==> src/sv/led_matrix_row_scanner_assert.svh <==
// Assertion macros for the LED matrix row scanner.
`ifndef LED_MATRIX_ROW_SCANNER_ASSERT_SVH
`define LED_MATRIX_ROW_SCANNER_ASSERT_SVH

// Antecedent implies consequent in the same cycle.
`define LMRS_ASSERT_SAME(label, clk, rst_n, ante, cons, msg) \
	label: assert property (@(posedge clk) disable iff (!rst_n) (ante) |-> (cons)) \
		else $error(msg);

// Antecedent implies consequent in the next cycle.
`define LMRS_ASSERT_NEXT(label, clk, rst_n, ante, cons, msg) \
	label: assert property (@(posedge clk) disable iff (!rst_n) (ante) |=> (cons)) \
		else $error(msg);

`endif

==> src/sv/lmrs_pkg.sv <==
`default_nettype none

package lmrs_pkg;

	localparam int unsigned ROW_COUNT = 8;
	localparam int unsigned ROW_W     = 3;
	localparam int unsigned POS_W     = 4;

	localparam logic [7:0]       TOP_BIT  = 8'h80;
	localparam logic [POS_W-1:0] LAST_POS = 4'd15;

	// Item kinds
	localparam logic ACT_WRITE = 1'b0;
	localparam logic ACT_TICK  = 1'b1;

	typedef struct packed {
		logic             action;
		logic [ROW_W-1:0] row_index;
		logic [7:0]       row_bits;
	} item_t;

	typedef struct packed {
		logic             serial_bit;
		logic [POS_W-1:0] bit_position;
		logic             latch_after;
	} result_t;

	typedef enum logic {
		ST_IDLE,
		ST_SHIFT
	} state_t;

	// Controller to datapath
	typedef struct packed {
		logic write_row;
		logic start_tick;
		logic emit_bit;
	} cmd_t;

	// Datapath to controller
	typedef struct packed {
		logic slot_free;
		logic last_bit;
	} status_t;

endpackage

`default_nettype wire

==> src/sv/lmrs_ctrl.sv <==
`default_nettype none

module lmrs_ctrl (
	input  wire logic              clk,
	input  wire logic              arst_n,
	input  wire logic              item_valid,
	input  wire logic              item_action,
	output logic                   item_stall,
	input  wire lmrs_pkg::status_t status,
	output lmrs_pkg::cmd_t         cmd
);

	lmrs_pkg::state_t state_q;
	lmrs_pkg::state_t state_next;
	logic             accept;

	// State register
	always_ff @(posedge clk or negedge arst_n) begin
		if (!arst_n) begin
			state_q <= lmrs_pkg::ST_IDLE;
		end else begin
			state_q <= state_next;
		end
	end

	// Outputs
	always_comb begin
		item_stall     = (state_q != lmrs_pkg::ST_IDLE);
		accept         = item_valid && !item_stall;
		cmd.write_row  = accept && (item_action == lmrs_pkg::ACT_WRITE);
		cmd.start_tick = accept && (item_action == lmrs_pkg::ACT_TICK);
		cmd.emit_bit   = (state_q == lmrs_pkg::ST_SHIFT) && status.slot_free;
	end

	// Next state
	always_comb begin
		state_next = state_q;
		case (state_q)
			lmrs_pkg::ST_IDLE: begin
				if (item_valid && (item_action == lmrs_pkg::ACT_TICK)) begin
					state_next = lmrs_pkg::ST_SHIFT;
				end
			end
			lmrs_pkg::ST_SHIFT: begin
				if (status.slot_free && status.last_bit) begin
					state_next = lmrs_pkg::ST_IDLE;
				end
			end
			default: begin
				state_next = lmrs_pkg::ST_IDLE;
			end
		endcase
	end

endmodule

`default_nettype wire

==> src/sv/lmrs_datapath.sv <==
`default_nettype none

module lmrs_datapath (
	input  wire logic              clk,
	input  wire logic              arst_n,
	input  wire lmrs_pkg::item_t   item,
	input  wire lmrs_pkg::cmd_t    cmd,
	output lmrs_pkg::status_t      status,
	output logic                   result_valid,
	input  wire logic              result_stall,
	output lmrs_pkg::result_t      result
);

	logic [7:0]                 frame_q [lmrs_pkg::ROW_COUNT];
	logic [lmrs_pkg::ROW_W-1:0] scan_q;
	logic [lmrs_pkg::ROW_W-1:0] scan_next;
	logic [15:0]                shift_q;
	logic [lmrs_pkg::POS_W-1:0] pos_q;
	logic                       valid_q;
	lmrs_pkg::result_t          result_q;

	assign scan_next = scan_q + 1'b1;

	// Frame buffer, reset to a diagonal
	always_ff @(posedge clk or negedge arst_n) begin
		if (!arst_n) begin
			for (int r = 0; r < lmrs_pkg::ROW_COUNT; r++) begin
				frame_q[r] <= 8'(lmrs_pkg::TOP_BIT >> r);
			end
		end else if (cmd.write_row) begin
			frame_q[item.row_index] <= item.row_bits;
		end
	end

	// Scan counter, advanced before each scan
	always_ff @(posedge clk or negedge arst_n) begin
		if (!arst_n) begin
			scan_q <= '0;
		end else if (cmd.start_tick) begin
			scan_q <= scan_next;
		end
	end

	// Serializer: row byte then one-hot row select, MSB first
	always_ff @(posedge clk or negedge arst_n) begin
		if (!arst_n) begin
			pos_q <= '0;
		end else if (cmd.start_tick) begin
			pos_q <= '0;
		end else if (cmd.emit_bit) begin
			pos_q <= pos_q + 1'b1;
		end
	end

	always_ff @(posedge clk) begin
		if (cmd.start_tick) begin
			shift_q <= {frame_q[scan_next], lmrs_pkg::TOP_BIT >> scan_next};
		end else if (cmd.emit_bit) begin
			shift_q <= {shift_q[14:0], 1'b0};
		end
	end

	// Output register
	always_ff @(posedge clk or negedge arst_n) begin
		if (!arst_n) begin
			valid_q <= 1'b0;
		end else if (cmd.emit_bit) begin
			valid_q <= 1'b1;
		end else if (!result_stall) begin
			valid_q <= 1'b0;
		end
	end

	always_ff @(posedge clk) begin
		if (cmd.emit_bit) begin
			result_q.serial_bit   <= shift_q[15];
			result_q.bit_position <= pos_q;
			result_q.latch_after  <= (pos_q == lmrs_pkg::LAST_POS);
		end
	end

	assign status.slot_free = !valid_q || !result_stall;
	assign status.last_bit  = (pos_q == lmrs_pkg::LAST_POS);
	assign result_valid     = valid_q;
	assign result           = result_q;

endmodule

`default_nettype wire

==> src/sv/led_matrix_row_scanner.sv <==
// LED matrix row scanner.
// Item channel (item_valid / item_stall / item): a write item stores row_bits
// into frame row row_index. A tick item advances the scan row (mod 8) and
// then serializes 16 bits: the row byte MSB first, then a one-hot active-high
// row select, row 0 first; the 16th bit has latch_after set.
// Result channel (result_valid / result_stall / result): one bit per transfer.
// A tick is accepted only in ST_IDLE; each of its bits is emitted in ST_SHIFT
// and registered in the output register, and the bits follow
// one per cycle when the receiver never stalls. The one-bit serializer
// and its position counter set this rate. item_stall is high while a tick is
// being serialized. A stall on the result side holds the output register and
// pauses the serializer; the next item is taken as soon as the last bit is
// registered.
// Reset (arst_n low) loads the frame buffer with a diagonal (row r = 0x80 >> r),
// clears the scan row to 0, and drops result_valid.
`default_nettype none

`include "led_matrix_row_scanner_assert.svh"

module led_matrix_row_scanner (
	input  wire logic              clk,
	input  wire logic              arst_n,
	input  wire logic              item_valid,
	output logic                   item_stall,
	input  wire lmrs_pkg::item_t   item,
	output logic                   result_valid,
	input  wire logic              result_stall,
	output lmrs_pkg::result_t      result
);

	lmrs_pkg::cmd_t    cmd;
	lmrs_pkg::status_t status;

	lmrs_ctrl u_ctrl (
		.clk         (clk),
		.arst_n      (arst_n),
		.item_valid  (item_valid),
		.item_action (item.action),
		.item_stall  (item_stall),
		.status      (status),
		.cmd         (cmd)
	);

	lmrs_datapath u_datapath (
		.clk          (clk),
		.arst_n       (arst_n),
		.item         (item),
		.cmd          (cmd),
		.status       (status),
		.result_valid (result_valid),
		.result_stall (result_stall),
		.result       (result)
	);

	// Checks
	`LMRS_ASSERT_NEXT(a_tick_busy, clk, arst_n, cmd.start_tick, item_stall,
		"item channel open right after a tick transfer")
	`LMRS_ASSERT_SAME(a_emit_busy, clk, arst_n, cmd.emit_bit, item_stall,
		"bit emitted while item channel open")
	`LMRS_ASSERT_NEXT(a_last_latch, clk, arst_n, cmd.emit_bit && status.last_bit,
		result_valid && result.latch_after && (result.bit_position == lmrs_pkg::LAST_POS),
		"last serial bit not marked for latch")

endmodule

`default_nettype wire
==> config.mk <==
export PLATFORM = sky130hd
export DESIGN_NAME = led_matrix_row_scanner
export DESIGN_NICKNAME = d
export VERILOG_FILES = /design/src/sv/lmrs_pkg.sv /design/src/sv/lmrs_ctrl.sv /design/src/sv/lmrs_datapath.sv /design/src/sv/led_matrix_row_scanner.sv
export VERILOG_INCLUDE_DIRS = /design/src /design/src/sv
export SDC_FILE = /design/constraint.sdc
export NUM_CORES = 1
export LEC_CHECK = 0
export BUFFER_PORTS_ARGS = -buffer_cell sky130_fd_sc_hd__buf_2
export CAP_MARGIN = 20
export CORE_ASPECT_RATIO = 0.9
export CORE_MARGIN = 2
export CORE_UTILIZATION = 50
export CTS_BUF_LIST = sky130_fd_sc_hd__clkbuf_2
export CTS_CLUSTER_DIAMETER = 100
export DETAILED_ROUTE_END_ITERATION = 12
export GPL_ROUTABILITY_DRIVEN = 0
export GPL_TIMING_DRIVEN = 0
export PLACE_DENSITY = 0.67
export SLEW_MARGIN = 5
export SYNTH_ARGS = -nofsm -noshare
export SYNTH_HDL_FRONTEND = slang
export SYNTH_SLANG_ARGS = --single-unit
export TNS_END_PERCENT = 10
==> constraint.sdc <==
create_clock -name clk -period 2.3 [get_ports clk]
set_input_delay 0.23 -clock clk [delete_from_list [all_inputs] [get_ports clk]]
set_output_delay 0.23 -clock clk [all_outputs]
set_load 0.05 [all_outputs]
==> After elaboration in Yosys (flattened, before gate mapping) <==
Cells that the tools add are included.
{ "word_totals": {"elab_cells": 55, "output_inout_bits": 8, "input_bits": 16, "regBits": 95} }
{ "op_classes": {"bitwise": 4, "n_mux": 15, "shift": 1, "n_reduce_logical": 12, "addsub": 2, "n_lt_le_gt_ge": 3, "eq_ne": 2} }
{ "ops": {"columns": ["operator", "n"], "rows": [
  ["64-bit bitwise mux", 1],
  ["16-bit two-way mux", 2],
  ["8-bit binary-select mux with 3-bit select", 1],
  ["8-bit demux with 3-bit select", 1],
  ["8-bit two-way mux", 3],
  ["4-bit >= comparator, second input constant", 2],
  ["4-bit two-way mux", 2],
  ["3-bit inverter with 4-bit output", 2],
  ["8-bit by 3-bit right shift with 8-bit output, first input constant", 1],
  ["1-bit logical AND", 7],
  ["4-bit by 1-bit adder with 4-bit output, second input constant", 1],
  ["4-bit == test, second input constant", 1],
  ["4-bit by 1-bit < comparator with 1-bit output, second input constant", 1],
  ["1-bit two-way mux", 4],
  ["3-bit by 1-bit adder with 3-bit output, second input constant", 1],
  ["1-bit logical NOT", 3],
  ["2-bit by 1-bit != test with 1-bit output, second input constant", 1],
  ["1-bit inverter", 2],
  ["1-bit one-hot mux with 2 select lines", 1],
  ["2-bit nonzero test", 1],
  ["1-bit logical OR", 1]
]} }

==> Logic depth before layout (Yosys ltp) <==
{ "logic_depth": {"word_depth": 6, "depth_mapped": 7, "mapped_depth_nobuf": 6} }

==> Cells and area by module <==
From an unflattened synthesis, not the netlist that was laid out.
{ "unflattened": {"hier_cells": 295, "area_unflattened_um2": 4272.8} }
{ "by_module_without_submodules": {"columns": ["module", "seq_area_each_um2", "cells_per_inst", "instances", "area_per_inst_um2"], "rows": [
  ["lmrs_datapath", 2472.4, 289, 1, 4212.8],
  ["lmrs_ctrl", 25.0, 6, 1, 60.1]
]} }

==> Worst setup path before layout <==
Ideal clock, no wire load.
{ "synth_timing": {"path_type": "flip-flop to flip-flop", "start": "register u_ctrl.state_q, in the netlist u_ctrl.item_stall", "end": "register u_datapath.shift_q[0] (enable)", "period_less_slack_ns": 2.050, "required_ns": 1.935, "setup_slack_ns": 0.250, "setup_ns": 0.365, "path_buffers": 1, "path_stages_with_launch": 4, "arrival_time_ns": 1.686, "path_cell_list": "dfrtp_1 nand3b_1 clkbuf_1 nand2_1"} }
{ "synth_between": {"elab_chain_cells": 4, "elab_cells_between_ends": 5, "classes_between": "reduce/logical: 5"} }
{ "synth_rtl": {"columns": ["item", "line", "rtl"], "rows": [
  ["from (decl)", "lmrs_ctrl.sv:13", "lmrs_pkg::state_t state_q;"],
  ["from (signal assigned)", "lmrs_ctrl.sv:20", "state_q <= lmrs_pkg::ST_IDLE;"],
  ["from (signal assigned)", "lmrs_ctrl.sv:22", "state_q <= state_next;"],
  ["1-bit logical NOT", "lmrs_ctrl.sv:29", "accept = item_valid && !item_stall;"],
  ["1-bit logical AND", "lmrs_ctrl.sv:29", null],
  ["1-bit logical AND", "lmrs_ctrl.sv:31", "cmd.start_tick = accept && (item_action == lmrs_pkg::ACT_TICK);"],
  ["2-bit nonzero test (no source line) (*)", null, null],
  ["to (signal assigned)", "lmrs_datapath.sv:57", "shift_q <= {frame_q[scan_next], lmrs_pkg::TOP_BIT >> scan_next};"],
  ["to (signal assigned)", "lmrs_datapath.sv:59", "shift_q <= {shift_q[14:0], 1'b0};"],
  ["to (decl)", "lmrs_datapath.sv:17", "logic [15:0] shift_q;"]
]} }
Every way passes the cells marked *; elsewhere a longest branch is shown, timed or not.
A chain may end at the register's enable or synchronous reset.

==> Worst setup path after layout <==
{ "layout_timing": {"start": "register u_datapath.scan_q[0] (netlist name)", "end": "register u_datapath.shift_q[9] (data pin)"} }
{ "layout_between": {"elab_chain_cells": 6} }
{ "layout_rtl": {"columns": ["item", "line", "rtl"], "rows": [
  ["from (decl)", "lmrs_datapath.sv:15", "logic [lmrs_pkg::ROW_W-1:0] scan_q;"],
  ["from (signal assigned)", "lmrs_datapath.sv:40", "scan_q <= scan_next;"],
  ["3-bit by 1-bit adder with 3-bit output", "lmrs_datapath.sv:22", "assign scan_next = scan_q + 1'b1;"],
  ["named net u_datapath.scan_next (one bit)", "lmrs_datapath.sv:16", "logic [lmrs_pkg::ROW_W-1:0] scan_next;"],
  ["3-bit inverter with 4-bit output (implied by the code)", "lmrs_datapath.sv:57", null],
  ["8-bit binary-select mux with 3-bit select", "lmrs_datapath.sv:57", null],
  ["8-bit two-way mux (implied by the code) (2 in series)", "lmrs_datapath.sv:57", null],
  ["16-bit two-way mux", "lmrs_datapath.sv:56", "if (cmd.start_tick) begin"]
]} }
The timed path passes the listed nets, and every way through them passes these cells. The select of a mux whose other input is x is not followed.

==> reports/qor.txt <==
area leader, netlist = dfrtp_1
synthesis-to-layout area growth = 12.7%
top-area cell type share of the netlist area = 37.9%
register area = 2500 sq um
largest net degree at the start of global routing = 42
fraction of registers with async set/reset = 76.8%
Hold Path Stages = 2
Yosys cell types = 32
worst-path fanout max = 10
commonest non-fill, non-tap cell in the layout = mux2_2
DP HPWL = 5.42 mm
#FFs+latches synth = 95
relative slew slack = 63.8%
Max-Cap Viols = 0
first-pass GRT wire length = 13.5 mm
Pins Over Slew Limit = 0
Reg2Reg Depth = 7
Static Leakage = 2.22 nW
Initial DRT Pass Iterations = 4
final core area utilization = 57.3%
multi-input logic area = 1740 sq um
share of cells above drive strength 1 = 46.5%
Cell Area, Placed = 4580 sq um
post-synthesis cell area = 4290 sq um
Mapped Cells = 295
die area = 9340 sq um
CTS tree = done
initial antenna violation count = 0
worst-skew pair later-pin latency = 550 ps
arrival time worst endpoint = 2490 ps
part of the Yosys area used for sequential elements = 58.2%
syn_area_per_cell = 14.6 sq um
final hold vios = 0
critical path type = register to register
Synth area leaders = dfrtp_1 38%, mux2_2 23%, edfxtp_1 15%
clock buffer depth = 2
CP Launch Type = register
number of CTS-inserted buffers = 9
Setup violations, final = 0
Core Box Area = 8450 sq um
Hold Path Class = input port to register
Critical Path RT = 2620 ps
clock share of power = 17.0%
nets@finish = 361
Yosys warning count = 0
GRT Total Usage = 19.5%
Post-DRT Antenna Nets = 0
skew final = 27.8 ps
switching pwr = 2.07 mW
Root Buffer = clkbuf_2
via count = 2541
WL/cell = 18.0 microns
period utilization = 94.5%
Layout fillers = 679
n_diodes = 0
Flop pwr share = 43.8%
Pint = 3.94 mW
status = completed
commonest cells after routing, fill and taps aside = 88 x mux2_2, 64 x dfrtp_1, 23 x buf_2, 22 x edfxtp_1, 20 x nand2_1
fmax = 460 MHz
vias in the first global route = 2495
CTS Sinks = 95
final wirelength = 8.35 mm
Remaining DRCs = 0
EDFF count, synth = 22
I/O Buffers = 23
RSZ-0062 raised after global routing = false
Net Count, Synth = 317
initial DRC count = 92
row cnt = 32
Finished Cell Area = 4840 sq um
Die Wd = 102 microns
clk slew on worst S/H paths = 240 ps
Period minus WS final = 2170 ps
Ports = 24
pwr/cell area = 1240 nW/um^2
switching share of power = 34.5%
ys flop type = dfrtp_1
aggregate global routing overflow = 0
Comb power frac = 39.2%
Worst Tran Pin Value = 543 ps
worst vdd rail ir drop = 0.701 mV
chip height = 91.9 microns
H-tree depth = 3
Vias/cell = 5.49
Initial Utilization = 50.8%
Critical Path End Type = register
## cell usage after synthesis (all sizes together) (2+ instances only)
cell type and instances:
buf 6, nor2 5, clkbuf 3, nand2 27, dfrtp 65, dfstp 8
xnor2 3, mux2 96, and3 4, inv 3, edfxtp 22, o22ai 16
ha 6, xor2 3, o21ai 2, nor2b 2, o31ai 8, a22o 7
## state kept, by name, indices dropped and copies added (netlist names)
signal	count
u_ctrl.item_stall	1
u_datapath.frame_q	64
u_datapath.pos_q	4
u_datapath.result	6
u_datapath.result_valid	1
u_datapath.scan_q	3
u_datapath.shift_q	16
## path summary, 6_finish.rpt
path	to	slack, ps	from
worst min-delay path	u_datapath.frame_q[0]	20	item[0]
max in group asynchronous	u_datapath.frame_q[63]	1560	arst_n
min in group asynchronous	u_datapath.frame_q[43]	120	arst_n
worst min register to register	u_datapath.result[5]	460	u_datapath.shift_q[15]
worst max-delay path	u_datapath.shift_q[9]	130	u_datapath.scan_q[0]
worst max register to register	u_datapath.shift_q[9]	130	u_datapath.scan_q[0]
## logic make-up after synthesis
family / Yosys count / share of synthesized area (%)
multiplexers: 96 / 25.9
flip-flops: 95 / 58.2
AND/OR/NAND/NOR: 45 / 5.86
AO/OA/AOI/OAI: 35 / 5.68
buffers and inverters: 12 / 1.43
XOR/XNOR: 6 / 1.22
adder cells (fa/ha/maj): 6 / 1.75
## repair_timing
action                                 4_1_cts  5_1_grt
hold buffers                                 7        2
endpoints found under the hold margin       88       13
setup buffers                                0        0
pin swaps                                    0        0
resized for setup                            4        1
setup endpoints to repair                   22        7
## critical path: stages, from the launching register on
cell and delay, ps:
dfrtp_2 470, inv_1 130, ha_1 290, buf_2 190
buf_4 250, mux2_2 360, o22ai_1 190, o31ai_1 100
## power groups by stage
stage / combinational, mW / clock [mW] / sequential, mW
2_1_floorplan: 1.61 / 0 / 2.76
3_3_place_gp: 2.29 / 0 / 2.64
3_5_place_dp: 2.33 / 0 / 2.67
4_1_cts: 2.38 / 1.04 / 2.63
5_1_grt: 2.56 / 1.12 / 2.70
6_report: 2.35 / 1.02 / 2.63
## layout make-up
type,count,share of cell area [%]
Buffer,9,1.19
Timing Repair Buffer,33,4.71
Inverter,3,0.233
Multi-Input combinational cell,188,35.9
Sequential cell,95,51.6
Clock inverter,6,2.22
Clock buffer,10,1.03
Tap cell,119,3.08
## layer usage
metal / vias up / global-route usage [%] / wire [microns]
met2: 50 / 30.5 / 3930
met3: 12 / 4.57 / 418
li1: 1181 / - / -
met4: 0 / 6.53 / 136
met5: - / 0 / 0
met1: 1298 / 26.8 / 3870
## metrics by stage
stage	setup TNS, ps	power [mW]	std cells	hold slack, ps	setup WS (ps)
4_1_cts	0	6.05	461	1.30	54.1
2_1_floorplan	0	4.37	295	-65.6	250
3_3_place_gp	-68.0	4.93	437	414	-19.4
5_1_grt	0	6.38	463	0.0393	6.00
3_5_place_dp	-494	5.00	438	201	-29.0
6_report	0	6.01	463	21.2	127
(Power assumes the default switching activity.)
